--- config.mk ---
export PLATFORM = sky130hd
export DESIGN_NAME = mi3_queue
export DESIGN_NICKNAME = d
export VERILOG_FILES = /design/src/design/mi3_pkg.sv /design/src/design/mi3_queue.sv
export SDC_FILE = /design/constraint.sdc
export NUM_CORES = 1
export LEC_CHECK = 0
export BUFFER_PORTS_ARGS = -buffer_cell sky130_fd_sc_hd__buf_2
export CORE_MARGIN = 4
export CORE_UTILIZATION = 30
export CTS_BUF_LIST = sky130_fd_sc_hd__clkbuf_16
export CTS_CLUSTER_DIAMETER = 100
export DETAILED_ROUTE_END_ITERATION = 16
export SLEW_MARGIN = 20
export SYNTH_ARGS = -nofsm -noshare
export SYNTH_HDL_FRONTEND = slang
export SYNTH_SLANG_ARGS = --single-unit
--- constraint.sdc ---
create_clock -name clk -period 18.8 [get_ports clk]
set_input_delay 4.7 -clock clk [delete_from_list [all_inputs] [get_ports clk]]
set_output_delay 4.7 -clock clk [all_outputs]
set_load 0.01 [all_outputs]
--- src/design/mi3_pkg.sv ---
// shared constants, types and helpers for the 3x3 matrix inverse
package mi3_pkg;
    localparam int WORD_BITS = 32;
    localparam int FRAC_BITS = 16;
    localparam int PROD_BITS = 2 * WORD_BITS;
    localparam int CM_BITS   = PROD_BITS;
    localparam int DET_BITS  = PROD_BITS + WORD_BITS + 2;
    localparam int NUM_BITS  = CM_BITS + 2 * FRAC_BITS;
    localparam int QUO_BITS  = NUM_BITS;
    localparam int QCNT_BITS = $clog2(QUO_BITS + 1);
    localparam int N_ELEM    = 9;
    localparam int IDX_BITS  = 4;
    localparam int QDEPTH    = 2;

    typedef enum logic [2:0] {
        BK_IDLE, BK_MUL, BK_COF, BK_DET, BK_DIV, BK_OUT
    } bk_state_t;

    typedef struct packed {
        logic [N_ELEM*WORD_BITS-1:0] mat;
    } job_t;

    function automatic logic [3:0] cof_idx(input logic [3:0] r, input logic [3:0] c);
        return 4'(r * 3 + c);
    endfunction
endpackage

--- src/design/mi3_queue.sv ---
// two-entry job queue between front and back
module mi3_queue (
    input  logic          clk,
    input  logic          rst_n,
    input  logic          push,
    input  mi3_pkg::job_t push_data,
    input  logic          pop,
    output logic          full,
    output logic          empty,
    output mi3_pkg::job_t head
);
    mi3_pkg::job_t mem_reg [mi3_pkg::QDEPTH];
    logic       wp_reg, rp_reg;
    logic [1:0] cnt_reg;

    assign full  = cnt_reg == 2'(mi3_pkg::QDEPTH);
    assign empty = cnt_reg == 2'd0;
    assign head  = mem_reg[rp_reg];

    always_ff @(posedge clk)
    begin
        if (push)
            mem_reg[wp_reg] <= push_data;
    end

    always_ff @(posedge clk or negedge rst_n)
    begin
        if (!rst_n)
        begin
            wp_reg  <= 1'b0;
            rp_reg  <= 1'b0;
            cnt_reg <= 2'd0;
        end
        else
        begin
            if (push) wp_reg <= ~wp_reg;
            if (pop)  rp_reg <= ~rp_reg;
            cnt_reg <= cnt_reg + 2'(push) - 2'(pop);
        end
    end
endmodule

**After elaboration in Yosys (flattened, before gate mapping)**

Memories as Yosys holds them, arrays and structs flattened.
Index checks and enable logic that the tools add are counted.

- Bits of input ports: 292
- Output and inout port bits: 290
- Register bits after elaboration: 4
- Logic and storage cells: 12
- Memories: 1
- Memory bits (writable): 576

Memory list:

| memory | depth | bits a word | read ports | clocked after Yosys merged registers in | wr ports | line | RTL |
|---|---|---|---|---|---|---|---|
| mem_reg | 2 | 288 | 1 | 0 | 1 | mi3_queue.sv:12 | `mi3_pkg::job_t mem_reg [mi3_pkg::QDEPTH];` |

- Reductions and logical operators: 1
- Multiplexer cells: 2
- Bitwise logic cells: 2
- Equal/unequal tests: 1
- $add $sub $neg: 2

Operator list:

| operator | count |
|---|---|
| $add 2x1->2 | 1 |
| $eq 2x2->1 const B | 1 |
| $logic_not 2->1 | 1 |
| $mux 1 | 2 |
| $not 1->1 | 2 |
| $sub 2x1->2 | 1 |

**Longest topological paths before layout**

Gate-level depths: netlist of run 1.

- Depth after elaboration: 2
- Mapped depth: 5
- Gate-level depth less buffers: 5

**Worst setup path before layout of run 1**

No wires, ideal clock.

- Path type: input to register
- From: input push
- To: memory mem_reg[0][0] in the netlist's numbering (enable)
- Slack: 0.740 ns
- Required time: 17.823 ns
- Cell stages on the path: 1
- Path buffers: 0
- Data arrival time: 17.082 ns
- Cell sequence: nor2b_1

- Longest elaborated chain between the ends: 2

Ends and longest elaborated chain:

| what | line | RTL |
|---|---|---|
| start: declaration | mi3_queue.sv:5 | `input logic push,` |
| $mux 1 | mi3_queue.sv:22 | `if (push)` |
| $mux 1 (implied by the code) | mi3_queue.sv:23 | `mem_reg[wp_reg] <= push_data;` |
| end: declaration | mi3_queue.sv:12 |  |

Every way passes these cells.

==> results of run 1 <==
-- synth_stat cells --
cell	instances	area, µm²
buf_6	25	282
buf_2	7	35.0
xor2_1	2	17.5
ha_1	2	25.0
xor3_1	1	23.8
and2_1	1	6.26
nor2b_1	2	12.5
edfxtp_1	576	17300
mux2_2	88	991
mux2_4	200	3000
dfrtp_1	4	100
inv_1	2	7.51
nor2_1	1	3.75
-- power groups by stage --
| stage | Combinational (mW) | Sequential, mW | Clock (mW) |
|---|---|---|---|
| after floorplan | 0.884 | 1.89 | 0 |
| after global placement | 1.29 | 1.82 | 0 |
| after detailed placement | 1.30 | 1.83 | 0 |
| after CTS | 1.30 | 1.80 | 1.09 |
| after global routing | 1.36 | 1.82 | 1.15 |
| final | 1.27 | 1.80 | 1.05 |
-- final cells by class --
class / count / area, µm²
antenna: 13 / 32.5
clock buffer: 61 / 1530
clock inverter: 45 / 231
fill: 6641 / 44200
inverter: 2 / 7.51
multi-input combinational: 297 / 4090
sequential: 580 / 17400
tap: 950 / 1190
timing repair buffer: 594 / 3010
-- cells by family (layout without fill, tap and decap cells) --
kind of cell             Yosys count  count (layout)
flip-flops                       580             580
multiplexers                     288             288
buffers and inverters             34             702
AND/OR/NAND/NOR                    4               4
XOR/XNOR                           3               3
adder cells (fa/ha/maj)            2               2
other                              0              13
-- per-stage QoR --
stage | power (mW) | setup slack (ns) | instance area, µm² | std cells | hold WS [ns]
3_5_place_dp | 3.13 | 10.04 | 25700 | 2423 | 0.535
3_3_place_gp | 3.11 | 10.15 | 25700 | 2423 | 0.528
5_1_grt | 4.33 | 9.23 | 27500 | 2538 | 0.561
2_1_floorplan | 2.78 | 0.740 | 21800 | 911 | 0.455
6_report | 4.12 | 9.51 | 27500 | 2542 | 0.548
4_1_cts | 4.20 | 9.37 | 27500 | 2529 | 0.547
-- layer usage --
metal	global-route usage	share of wire	vias up
li1	-	-	4919
met1	0.132	0.36	5340
met2	0.217	0.52	429
met3	0.0490	0.096	104
met4	0.0381	0.026	10
met5	0	0.00089	-
-- worst max path at each step --
stage           start            end  cells past startpoint
4_1_cts        rp_reg      head[149]                      5
3_5_place_dp   rp_reg      head[149]                      5
6_report       rp_reg      head[149]                      5
3_3_place_gp   rp_reg      head[101]                      5
2_1_floorplan    push  mem_reg[0][0]                      1
5_1_grt        rp_reg      head[149]                      5
-- critical path: stages, from the launching register on --
cell	delay, ns
dfrtp_4	0.93
buf_4	0.87
buf_4	0.75
buf_4	0.80
mux2_4	0.36
buf_2	0.14
==> run metrics, run 1 <==
final setup TNS=0 ns; share of layout cells above drive strength 1=0.609; Net Sw Frac=0.290; Gate power share=0.308; critical path peak fanout=53; Seq cells post-synth=580; mux share of post-synthesis cell area=0.183; VDD IR max=0.000136 V; total CTS buffers=61; final core occ=0.383; setup bufs post-CTS=0; switching pwr=1.19 mW; final period utilization=0.494; largest net degree at the start of global routing=75; CP Capture Type=output pin; worst flop-to-flop path endpoint=mem_reg[0][68]; RSZ-0062 raised after global routing=no; XOR/XNOR share of the synthesized area=0.00189; Ports=582; Via Count=10802; num rows=98; Post-DRT Antenna Nets=0; hpwl dp=35000 µm; max-slew violations=0; Leak=10.8 nW; reg-to-reg startpoint=wp_reg; Final setup viols=0; area grow syn2layout=26.1%; starting density of the core=0.304; Seq pwr share=0.436; Worst Tran Pin Value=1.12 ns; initial antenna violation count=18; core area=71700 µm²; Post-Syn Nets=1205; DRC=0; Cell Int Power=2.93 mW; Final GP Congestion=0.789; number of global-route vias before repair=11755; Reg2Reg Depth=3; final hold vios=0; Max Clock Freq=108 MHz; die width=278 µm; most frequent cells in the layout=581 x buf_2, 576 x edfxtp_1, 200 x mux2_4, 88 x mux2_2, 61 x clkbuf_16; Worst slew margin=0.253; Synth Cell Area=21800 µm²; post-synthesis adder-cell area fraction=0.00115; Synth Instances=911; clk root buf=clkbuf_16; Die Y=278 µm; Die Footprint=77100 µm²; Port Buffer Count=581; final WL=49300 µm; largest family of logic cells by synthesized area=multiplexers; Unique masters post-synth=13; CTS Hold Buffers Added=0; Post-Synth Simple-Gate Area=0.00103; type of origin of the critical path=register; GR Overflow Total=0; CTS tree=done; Clock Skew=0.0118 ns; Worst Path Required=14.10 ns; clk sinks=580; Nets=1830; CTS resizes=0; CTS max path bufs=3; Final min period=9.29 ns; WP data arrival=4.59 ns; synth warn=0; Hold Startpoint=wp_reg; commonest non-fill, non-tap cell in the layout=buf_2; first-pass GRT wire length=72600 µm; Hold/Removal Path Class=reg -> reg; critical path type=reg -> out; drt first pass iters=6; Vias/cell=4.25; hold endpoint=wp_reg; syn avg cell area=23.9 µm²; status=complete, no violations; routed len/inst=19.4 µm; Clock transition at path regs=0.06 ns; MaxCap Viol Count=0; first-iteration detailed-routing DRC count=532; hold path cells=1; clock power share=0.256; clk_lat worst skew=0.60 ns; complex-gate fraction of the synthesized area=0; sequential share of the synthesized area=0.798; flop2flop setup slack=15.44 ns; gr usage total=0.122; Pwr Density=150 nW/µm²; max FFs per register=576; # H-tree levels=2
Power figures use the tool's default switching activity.
==> run 2, diff against run 1 <==
clock period = 9.5 ns   (was 18.8 ns; I/O delays follow)
==> run 2 against run 1 <==
Critical path depth is 2 lower; cell area is 1.2% higher; register-to-register slack worse by 8.9 ns; sequential cell count stayed put; power is 110% higher; highest routed layer unchanged.
==> run metrics, run 2 (synthesis gave the netlist of run 1 again) <==
Hold/Removal Path Class=reg -> reg (unchanged); Port Buffer Count=581 (unchanged); Post-DRT Antenna Nets=0 (unchanged); drt first pass iters=4 (was 6); CP Capture Type=output pin (unchanged); clk root buf=clkbuf_16 (unchanged); origin of the worst setup path=rp_reg (unchanged); Die Y=278 µm (unchanged); Final GP Congestion=0.760 (was 0.789); MaxCap Viol Count=0 (unchanged); Vias/cell=4.25 (about the same); hold endpoint=wp_reg (unchanged); final WL=49100 µm (was 49300 µm); WP data arrival=3.16 ns (was 4.59 ns); routed len/inst=19.3 µm (was 19.4 µm); Worst Tran Pin Value=1.12 ns (about the same); max-slew violations=0 (unchanged); number of global-route vias before repair=11689 (was 11755); hpwl dp=33400 µm (was 35000 µm); flop2flop setup slack=6.58 ns (was 15.44 ns); starting density of the core=0.304 (unchanged); worst flop-to-flop path endpoint=mem_reg[1][106] (was mem_reg[0][68]); Cell Int Power=6.02 mW (was 2.93 mW); Net Sw Frac=0.291 (was 0.290); type of origin of the critical path=register (unchanged); critical path type=reg -> out (unchanged); Ports=582 (unchanged); Leak=10.9 nW (was 10.8 nW); gr usage total=0.122 (about the same); Worst slew margin=0.256 (was 0.253); CTS resizes=0 (unchanged); VDD IR max=0.000389 V (was 0.000136 V); final period utilization=0.582; most frequent cells in the layout=581 x buf_2, 576 x edfxtp_1, 200 x mux2_4, 88 x mux2_2, 67 x clkbuf_16 (was 581 x buf_2, 576 x edfxtp_1, 200 x mux2_4, 88 x mux2_2, 61 x clkbuf_16); Nets=1830 (unchanged); max FFs per register=576 (unchanged); status=complete, no violations (unchanged); hold path cells=1 (unchanged); clk_lat worst skew=0.59 ns (was 0.60 ns); die width=278 µm (unchanged); Pwr Density=305 nW/µm² (was 150 nW/µm²); core area=71700 µm² (unchanged); clk sinks=580 (unchanged); final hold vios=0 (unchanged); fill count=6599 (was 6641); RSZ-0062 raised after global routing=no (unchanged); Max Clock Freq=181 MHz; Final min period=5.53 ns; switching pwr=2.47 mW (was 1.19 mW); DRC=0 (unchanged); CTS Hold Buffers Added=0 (unchanged); # H-tree levels=3 (was 2); Hold Startpoint=wp_reg (unchanged); GR Overflow Total=0 (unchanged); Gate power share=0.297 (was 0.308); reg-to-reg startpoint=wp_reg (unchanged); setup bufs post-CTS=0 (unchanged); Final Non-Filler Cells=2542 (unchanged); commonest non-fill, non-tap cell in the layout=buf_2 (unchanged); Clock transition at path regs=0.06 ns (about the same); first-pass GRT wire length=71900 µm (was 72600 µm); CTS tree=done (unchanged); critical path peak fanout=122 (was 53); Seq pwr share=0.420 (was 0.436); first-iteration detailed-routing DRC count=541 (was 532); Reg2Reg Depth=3 (unchanged); Via Count=10816 (was 10802); share of layout cells above drive strength 1=0.613 (was 0.609); CTS max path bufs=3 (unchanged); Final setup viols=0 (unchanged); initial antenna violation count=18 (unchanged); num rows=98 (unchanged); Inst Count DP=2418 (was 2423); final setup TNS=0 ns (unchanged); total CTS buffers=66 (was 61); Clock Skew=0.0254 ns (was 0.0118 ns); clock power share=0.283 (was 0.256); Die Footprint=77100 µm² (unchanged); area grow syn2layout=27.5% (was 26.1%); largest net degree at the start of global routing=157 (was 75); Worst Path Required=7.13 ns (was 14.10 ns)
## run 2: changes by cell type in the layout (fill, tap and decap cells not counted), moves of 3 or more
cell	change
diode_2	-6
buf_12	+4
clkbuf_16	+6
buf_4	-9
clkinv_1	+3
inv_16	+3
inv_1	-7
## run 2: how the worst max path moves through the flow
stage | end | cells after the start
6_report | head[108] | 3
3_5_place_dp | mem_reg[1][242] | 4
5_1_grt | head[108] | 3
4_1_cts | head[108] | 3
3_3_place_gp | mem_reg[1][239] | 4
2_1_floorplan | mem_reg[0][0] | 1
## run 2: per-layer routing
layer  GRT usage  vias to the layer above  part of all wire
li1            -                     4907                 -
met3      0.0481                      114             0.090
met5           0                        -            0.0016
met2       0.213                      461              0.51
met1       0.133                     5322              0.37
met4      0.0486                       12             0.031
## run 2: layout make-up
| cell class | count | area [µm²] | area share |
|---|---|---|---|
| clock buffers | 67 | 1680 | 0.0603 |
| inverters | 2 | 7.51 | 0.000270 |
| multi-input cells | 297 | 4090 | 0.147 |
| flip-flops and latches | 580 | 17400 | 0.626 |
| diodes | 7 | 17.5 | 0.000630 |
| clock inverters | 50 | 403 | 0.0145 |
| repair buffers | 589 | 3020 | 0.109 |
| well taps | 950 | 1190 | 0.0428 |
## run 2: worst max-delay path: stages (launching register included)
cell     delay (ns)
dfrtp_4        1.05
buf_12         0.61
mux2_4         0.37
buf_2          0.15
## run 2: per-stage QoR
step | power (mW) | cell area, µm² | setup WS (ns) | hold slack, ns | utilization
CTS | 8.66 | 27800 | 3.97 | 0.573 | 0.387
global placement | 6.17 | 25700 | 4.58 | 0.545 | 0.358
detailed placement | 6.21 | 25700 | 4.48 | 0.561 | 0.358
floorplan | 5.35 | 21800 | 2.38 | 0.508 | -
finish | 8.49 | 27800 | 3.97 | 0.568 | 0.388
global route | 8.92 | 27800 | 3.85 | 0.590 | 0.388
## run 2: power by group through the flow
stage	Clock [mW]	Sequential [mW]	Combinational, mW
finish	2.41	3.56	2.52
global route	2.62	3.61	2.70
floorplan	0	3.60	1.75
CTS	2.50	3.57	2.59
global placement	0	3.60	2.57
detailed placement	0	3.62	2.58
