--- config.mk ---
export PLATFORM = sky130hd
export DESIGN_NAME = mi3_front
export DESIGN_NICKNAME = d
export VERILOG_FILES = /design/src/design/mi3_pkg.sv /design/src/design/mi3_front.sv
export SDC_FILE = /design/constraint.sdc
export NUM_CORES = 1
export LEC_CHECK = 0
export ABC_AREA = 1
export BUFFER_PORTS_ARGS = -buffer_cell sky130_fd_sc_hd__buf_2
export CORE_MARGIN = 2
export CORE_UTILIZATION = 55
export CTS_CLUSTER_SIZE = 14
export DETAILED_ROUTE_END_ITERATION = 8
export PLACE_DENSITY = 0.83
export SLEW_MARGIN = 10
export SYNTH_ARGS = -nofsm -noshare
export SYNTH_HDL_FRONTEND = slang
export SYNTH_SLANG_ARGS = --single-unit
export TNS_END_PERCENT = 50
--- constraint.sdc ---
create_clock -name clk -period 2.84 [get_ports clk]
set_clock_uncertainty 0.2 [all_clocks]
set_input_delay 0.568 -clock clk [delete_from_list [all_inputs] [get_ports clk]]
set_output_delay 0.568 -clock clk [all_outputs]
set_load 0.05 [all_outputs]
--- src/design/mi3_pkg.sv ---
// shared constants, types and helpers for the 3x3 matrix inverse
package mi3_pkg;
    localparam int WORD_BITS = 32;
    localparam int FRAC_BITS = 16;
    localparam int PROD_BITS = 2 * WORD_BITS;
    localparam int CM_BITS   = PROD_BITS;
    localparam int DET_BITS  = PROD_BITS + WORD_BITS + 2;
    localparam int NUM_BITS  = CM_BITS + 2 * FRAC_BITS;
    localparam int QUO_BITS  = NUM_BITS;
    localparam int QCNT_BITS = $clog2(QUO_BITS + 1);
    localparam int N_ELEM    = 9;
    localparam int IDX_BITS  = 4;
    localparam int QDEPTH    = 2;

    typedef enum logic [2:0] {
        BK_IDLE, BK_MUL, BK_COF, BK_DET, BK_DIV, BK_OUT
    } bk_state_t;

    typedef struct packed {
        logic [N_ELEM*WORD_BITS-1:0] mat;
    } job_t;

    function automatic logic [3:0] cof_idx(input logic [3:0] r, input logic [3:0] c);
        return 4'(r * 3 + c);
    endfunction
endpackage

--- src/design/mi3_front.sv ---
// front end: element store and job issue into the queue
module mi3_front (
    input  logic                           clk,
    input  logic                           rst_n,
    input  logic                           start,
    input  logic [mi3_pkg::IDX_BITS-1:0]   element_index,
    input  logic signed [31:0]             element_value,
    input  logic                           last_element,
    input  logic                           q_full,
    output logic                           busy,
    output logic                           q_push,
    output mi3_pkg::job_t                  q_data
);
    logic [mi3_pkg::WORD_BITS-1:0] store_reg [mi3_pkg::N_ELEM];
    logic                          acc;

    assign busy = q_full;
    assign acc  = start && !busy;
    assign q_push = acc && last_element;

    always_ff @(posedge clk or negedge rst_n)
    begin
        if (!rst_n)
        begin
            for (int i = 0; i < mi3_pkg::N_ELEM; i++)
                store_reg[i] <= '0;
        end
        else if (acc && element_index < 4'(mi3_pkg::N_ELEM))
        begin
            store_reg[element_index] <= element_value[mi3_pkg::WORD_BITS-1:0];
        end
    end

    always_comb
    begin
        for (int i = 0; i < mi3_pkg::N_ELEM; i++)
        begin
            if (acc && element_index == 4'(i))
                q_data.mat[i*mi3_pkg::WORD_BITS +: mi3_pkg::WORD_BITS] =
                    element_value[mi3_pkg::WORD_BITS-1:0];
            else
                q_data.mat[i*mi3_pkg::WORD_BITS +: mi3_pkg::WORD_BITS] = store_reg[i];
        end
    end
endmodule

Yosys cells after proc, flatten, opt, wreduce, memory -nomap -nowiden

Cells that the tools add are included.

Bits of input ports: 41
Latch bits: 0
ROM bits: 0
Register bits after elaboration: 288
RAM bits: 0
Memories: 0

Add/sub/neg operators: 0
Bitwise operators: 1
$lt $le $gt $ge: 3
Reduce and logical (&&, ||, !) cells: 15
Shifts and indexed selects: 0
Equal/unequal tests: 8
Multipliers: 0
Muxes and demuxes: 12
Div/mod/pow operators: 0

Operator list:

| kind                                                        | count |
|---|---|
| two-way mux 32 bit                                          | 10 |
| bitwise mux 288 bit                                         | 1 |
| demux 32 bit (select 4 bit)                                 | 1 |
| equality test 4 x 3 -> 1 bit (second input constant)        | 4 |
| logical AND 1 bit                                           | 13 |
| equality test 4 x 2 -> 1 bit (second input constant)        | 2 |
| greater-or-equal comparator 5 bit (second input constant)   | 1 |
| less-than comparator 5 x 1 -> 1 bit (second input constant) | 1 |
| NOT 4 -> 5 bit                                              | 1 |
| equality test 4 x 1 -> 1 bit (second input constant)        | 1 |
| equality test 4 bit (second input constant)                 | 1 |
| logical NOT 4 bit                                           | 1 |
| less-than comparator 4 bit (second input constant)          | 1 |
| logical NOT 1 bit                                           | 1 |

Logic depth before layout (Yosys ltp)

Gate-level depths: netlist of the first run.

Word-level depth: 6
Mapped depth: 7
Depth with buffers taken out: 5

Worst setup path before layout of the first run

Ideal clock, no wire load.

Path kind: input to output
Start: input start
End: output q_data[160] in the netlist's numbering
Cell stages on the path: 7
Buffers on the path: 2
Slack: 0.364 ns
Arrival: 1.708 ns
Cell sequence: inv_1 > nor2_4 > buf_2 > nand3_1 > clkbuf_1 > nand2_1 > nand2_1

RTL lines:

| element            | RTL line        | RTL |
|---|---|---|
| start: declaration | mi3_front.sv:5  | `input logic start,` |
| end: declaration   | mi3_front.sv:12 | `output mi3_pkg::job_t q_data` |

==> results.sh, run 1 <==
export IMPL_drive_gt1_frac=0.239
export IMPL_remaining_drc_errors=0
export IMPL_critPathRequiredTime_ps=2070
export IMPL_wl_met2_mm=19.4
export IMPL_diodes=0
export IMPL_stdcell_area_mm2=0.0159
export IMPL_core_mm2=0.0225
export IMPL_port_buffers=330
export IMPL_die_x_um=155
export IMPL_cts_htree_levels=1
export IMPL_nNetsFinal=1940
export IMPL_setup_viol=0
export IMPL_synth_top_family_by_area="simple AND/OR/NAND/NOR gates"
export IMPL_grt_pass1_wl_mm=63.4
export IMPL_layout_common_cells="nand2_1, buf_2, dfrtp_1, nand3_1, buf_4"
export IMPL_numClockSinks=288
export IMPL_die_y_um=155
export IMPL_insertion_delay_ps=550
export IMPL_final_cells=2207
export IMPL_synth_simple_gate_area_frac=0.384
export IMPL_finalWirelength_mm=41.3
export IMPL_antenna_found_initial=0
export IMPL_startpoint="q_full"
export IMPL_final_common_cell="nand2_1"
export IMPL_fmax_ghz=0.362
export IMPL_grtUsageTotal=0.338
export IMPL_worstPathArrival_ps=1990
export IMPL_ff2ff_path_depth=2
export IMPL_cp_max_fo=16
export IMPL_dr_pass1_iters=8
export IMPL_grt_ovfl_total=0
export IMPL_synth_nets=1636
export IMPL_r2r_start="store_reg[199]"
export IMPL_synth_xor_area_frac=0
export IMPL_die_area_mm2=0.0240
export IMPL_ios=331
export IMPL_status="completed"
export IMPL_min_period_ps=2760
export IMPL_num_rows=55
export IMPL_clk_pin_slew_ps=60
export IMPL_cts_tree="done"
export IMPL_post_dp_cell_area_mm2=0.0148
export IMPL_cp_start_kind="input port"
export IMPL_hold_viol=0
export IMPL_seq_area_frac_synth=0.576
export IMPL_largest_reg_flops=288
export IMPL_clockBufferDepth=3
export IMPL_root_buffer="clkbuf_16"
export IMPL_end_kind="output port"
export IMPL_top_layer="met4"
export IMPL_slew_violations=0
export IMPL_synthAdderAreaFrac=0
export IMPL_ys_ff_latch=288
export IMPL_worst_path_max_delay_cell="buf_2"
export IMPL_area_delta_synth_final_pct=27.3
export IMPL_critPathMaxStageDelay_ps=270
export IMPL_fin_setup_tns_ps=0
export IMPL_avgSynthCellArea_um2=7.85
export IMPL_hold_start="element_value[19]"
export IMPL_path_cells="buf_2, inv_1, nand2_1, nor2_4, buf_4, nand3_1, nand2_1, buf_2"
export IMPL_path_class="in2out"
export IMPL_vias=12300
export IMPL_wl_met3_mm=4.14
export IMPL_hold_depth=3
export IMPL_grt_max_degree=67
export IMPL_post_dp_hpwl_mm=28.0
export IMPL_cts_resized=0
export IMPL_drtIter0Drc=1064
export IMPL_hp_class="in2reg"
export IMPL_gp_congestion=0.906
export IMPL_initial_utilization=0.556
export IMPL_max_cap_viol_count=0
export IMPL_synth_area_mm2=0.0125
export IMPL_tightestPinTransition_ps=499
export IMPL_synth_cells=1595
export IMPL_irDropWorstVdd_v=0.000633
export IMPL_wl_met1_mm=16.0
export IMPL_fin_crit_sh=0.972
export IMPL_ys_warnings_count=0
export IMPL_dp_cells=2147
export IMPL_slew_limit_headroom=0.667
export IMPL_final_antenna_net_count=0
export IMPL_synthMuxAreaShare=0
export IMPL_rsz0062_at_grt="no"
export IMPL_routedWlPerCell_um=18.7
export IMPL_p_per_area_mw_per_mm2=933
export IMPL_ys_types=12
export IMPL_grt_pass1_vias=11800
export IMPL_numCtsBuffers=30
export IMPL_p_leak_nw=10.4
export IMPL_synth_compound_area_share=0
export IMPL_vias_per_cell=5.55
==> layout make-up <==
| cell class | count | area (µm²) |
|---|---|---|
| Clock buffer | 38 | 852 |
| Timing Repair Buffer | 386 | 2320 |
| Fill cell | 1715 | 6570 |
| Multi-Input combinational cell | 1185 | 4900 |
| Clock inverter | 17 | 269 |
| Sequential cell | 288 | 7210 |
| Tap cell | 285 | 357 |
| Inverter | 8 | 30.0 |
==> stage by stage <==
stage / setup WS (ps) / hold slack (ps) / util / power (mW)
after global placement: 77.1 / 248 / 0.656 / 10.3
final: 80.3 / 186 / 0.708 / 14.9
after CTS: 102 / 171 / 0.708 / 14.9
after floorplan: 364 / 72.4 / - / 9.06
after detailed placement: 17.1 / 253 / 0.656 / 10.5
after global routing: 20.3 / 190 / 0.708 / 15.4
==> Yosys cell counts <==
library cell	count	area, µm²
nand3_1	266	1330
inv_1	4	15.0
nor2_2	4	25.0
buf_4	1	7.51
inv_2	4	15.0
buf_1	5	18.8
buf_2	34	170
dfrtp_1	288	7210
clkbuf_1	74	278
nand2_1	904	3390
nor2_4	2	22.5
nor2_1	9	33.8
==> worst paths after layout <==
| kind | end | slack, ps |
|---|---|---|
| max in group asynchronous | store_reg[135] | 1260 |
| max | q_data[169] | 80 |
| min | store_reg[19] | 190 |
| min reg2reg | store_reg[14] | 260 |
| max reg2reg | store_reg[199] | 1980 |
| min in group asynchronous | store_reg[263] | 370 |
==> power breakdown <==
| group | internal, mW | leakage [nW] | switching [mW] | total [mW] |
|---|---|---|---|---|
| registers | 4.85 | 3.74 | 0.224 | 5.08 |
| clock network | 2.75 | 0.551 | 1.68 | 4.43 |
| logic | 1.03 | 6.15 | 4.33 | 5.36 |
==> cells by family after synthesis <==
group | after synthesis
buf+inv | 122
flops | 288
simple gates | 1185
==> critical path, delay by kind of cell <==
family	cells	cell delay, ps
simple gates	4	680
buf+inv	4	720
==> per-layer routing <==
| layer | track usage | vias to the layer above |
|---|---|---|
| li1 | - | 5605 |
| met1 | 0.460 | 5846 |
| met2 | 0.537 | 684 |
| met3 | 0.0688 | 115 |
| met4 | 0.139 | 0 |
| met5 | 0 | - |
==> timing repair <==
item | 4_1_cts | 5_1_grt
setup endpoints to repair | 1 | 0
hold endpoints to repair | 56 | 0
setup buffers | 4 | 0
hold buffers | 1 | 0
(Power assumes the default switching activity.)
==> inputs of run 2 (changes only) <==
--- a/config.mk
+++ b/config.mk
@@ -11,7 +11,7 @@
 export CORE_UTILIZATION = 55
 export CTS_CLUSTER_SIZE = 14
 export DETAILED_ROUTE_END_ITERATION = 8
-export PLACE_DENSITY = 0.83
+export PLACE_DENSITY = 0.8
 export SLEW_MARGIN = 10
 export SYNTH_ARGS = -nofsm -noshare
 export SYNTH_HDL_FRONTEND = slang
==> run 2 against run 1 <==
Compared with the run above:
- worst hold slack improved by 22 ps
- sequential share of layout area up 0.096 points
- largest cell class unchanged
- power down 3.0%
- critical path type unchanged
- clock power down 9.9%
- first-iteration DRC count is 1.3% higher
- largest power group unchanged
- core utilization decreased by 0.15 points
- non-clock buffer count rose by 6
- highest routed layer is now met5
==> results.sh, run 2 (same netlist as run 1, synthesis figures left out) <==
export IMPL_layout_common_cells="nand2_1, buf_2, dfrtp_1, nand3_1, buf_4"
export IMPL_numClockSinks=288
export IMPL_clockBufferDepth=3
export IMPL_final_cells=2215
export IMPL_worst_slack_ps=63.0
export IMPL_nNetsFinal=1946
export IMPL_p_leak_nw=10.4
export IMPL_irDropWorstVdd_v=0.000561
export IMPL_place_ws_ps=71.6
export IMPL_root_buffer="clkbuf_16"
export IMPL_routedWlPerCell_um=18.3
export IMPL_remaining_drc_errors=0
export IMPL_dr_pass1_iters=7
export IMPL_r2r_start="store_reg[148]"
export IMPL_startpoint="start"
export IMPL_ff2ff_path_depth=2
export IMPL_power_mw=14.4
export IMPL_finalWirelength_mm=40.6
export IMPL_path_class="in2out"
export IMPL_cp_start_kind="input port"
export IMPL_grt_pass1_vias=11500
export IMPL_grt_max_degree=71
export IMPL_crit_end="q_data[163]"
export IMPL_drtIter0Drc=1078
export IMPL_initial_utilization=0.556
export IMPL_critPathMaxStageDelay_ps=240
export IMPL_grt_pass1_wl_mm=62.6
export IMPL_dp_cells=2153
export IMPL_fin_util=0.707
export IMPL_reg2reg_to="store_reg[148]"
export IMPL_area_delta_synth_final_pct=27.0
export IMPL_multi_input_area_mm2=0.00490
export IMPL_stdcell_area_mm2=0.0159
export IMPL_setup_viol=0
export IMPL_worst_path_max_delay_cell="buf_12"
export IMPL_slew_limit_headroom=0.602
export IMPL_vias_per_cell=5.50
export IMPL_insertion_delay_ps=540
export IMPL_status="completed"
export IMPL_post_dp_hpwl_mm=27.6
export IMPL_gp_congestion=0.871
export IMPL_critPathRequiredTime_ps=2070
export IMPL_die_area_mm2=0.0240
export IMPL_worstPathArrival_ps=2010
export IMPL_seq_area_mm2=0.00721
export IMPL_end_kind="output port"
export IMPL_num_rows=55
export IMPL_port_buffers=330
export IMPL_slew_violations=0
export IMPL_drive_gt1_frac=0.237
export IMPL_post_dp_cell_area_mm2=0.0148
export IMPL_ios=331
export IMPL_fin_crit_sh=0.978
export IMPL_min_period_ps=2780
export IMPL_max_cap_viol_count=0
export IMPL_tightestPinTransition_ps=598
export IMPL_fmax_ghz=0.360
export IMPL_hold_viol=0
export IMPL_fill_cells=1786
export IMPL_numCtsBuffers=30
export IMPL_p_per_area_mw_per_mm2=906
export IMPL_rsz0062_at_grt="no"
export IMPL_final_common_cell="nand2_1"
export IMPL_cts_tree="done"
export IMPL_fin_setup_tns_ps=0
export IMPL_cts_resized=0
export IMPL_antenna_found_initial=2
export IMPL_core_mm2=0.0225
export IMPL_clk_pin_slew_ps=60
export IMPL_path_cells="buf_2, inv_1, nor2_4, buf_4, nand3_1, buf_12, nand2_1, nand2_1, buf_2"
export IMPL_die_y_um=155
export IMPL_cp_max_fo=21
export IMPL_hp_class="in2reg"
export IMPL_hold_ws_ps=208
export IMPL_final_antenna_net_count=0
export IMPL_grtUsageTotal=0.334
export IMPL_regToRegSetupSlack_ps=1970
export IMPL_grt_ovfl_total=0
export IMPL_largest_reg_flops=288
export IMPL_cts_htree_levels=1
export IMPL_vias=12200
export IMPL_die_x_um=155
## run 2: cell types whose count changed in the layout (fill, tap and decap cells not counted), sizes merged
cell and delta:
clkbuf +12, buf +6, bufinv -5, clkinv -5, clkinvlp -1, diode +1
## run 2: layer usage
metal / GRT usage / routed length (µm) / vias to the layer above
li1: - / - / 5615
met1: 0.454 / 15700 / 5714
met2: 0.533 / 18800 / 723
met3: 0.0641 / 4260 / 136
met4: 0.137 / 1900 / 2
met5: 0 / 13 / -
## run 2: where the power goes
| part | leakage, nW | internal (mW) | switching (mW) | total [mW] |
|---|---|---|---|---|
| Combinational | 6.19 | 1.03 | 4.31 | 5.35 |
| Sequential | 3.74 | 4.85 | 0.224 | 5.08 |
| Clock | 0.493 | 2.39 | 1.60 | 3.99 |
| Total | 10.4 | 8.28 | 6.13 | 14.4 |
## run 2: what timing repair did
action,CTS,global route
endpoints found under the setup margin,0,16
hold endpoints to repair,62,0
setup buffers,0,4
hold buffers,1,0
## run 2: final cells by class
| class | count | area share |
|---|---|---|
| sequential | 288 | 0.453 |
| clock inverter | 6 | 0.00519 |
| clock buffer | 50 | 0.0583 |
| multi-input combinational | 1185 | 0.308 |
| antenna | 1 | 0.000157 |
| tap | 285 | 0.0224 |
| inverter | 8 | 0.00189 |
| timing repair buffer | 392 | 0.150 |
## run 2: worst min path at each step
stage / start / end / slack, ps / cells past startpoint
2_1_floorplan: rst_n / store_reg[0] / 70 / 0
3_3_place_gp: store_reg[93] / store_reg[93] / 250 / 2
3_5_place_dp: store_reg[125] / store_reg[125] / 250 / 2
4_1_cts: element_value[3] / store_reg[3] / 180 / 3
5_1_grt: element_value[31] / store_reg[31] / 210 / 3
6_report: element_value[8] / store_reg[8] / 210 / 3
## run 2: critical path: cells and delay by family
kind / cells / cell delay (ps)
and+or+nand+nor: 4 / 590
buffers and inverters: 5 / 840
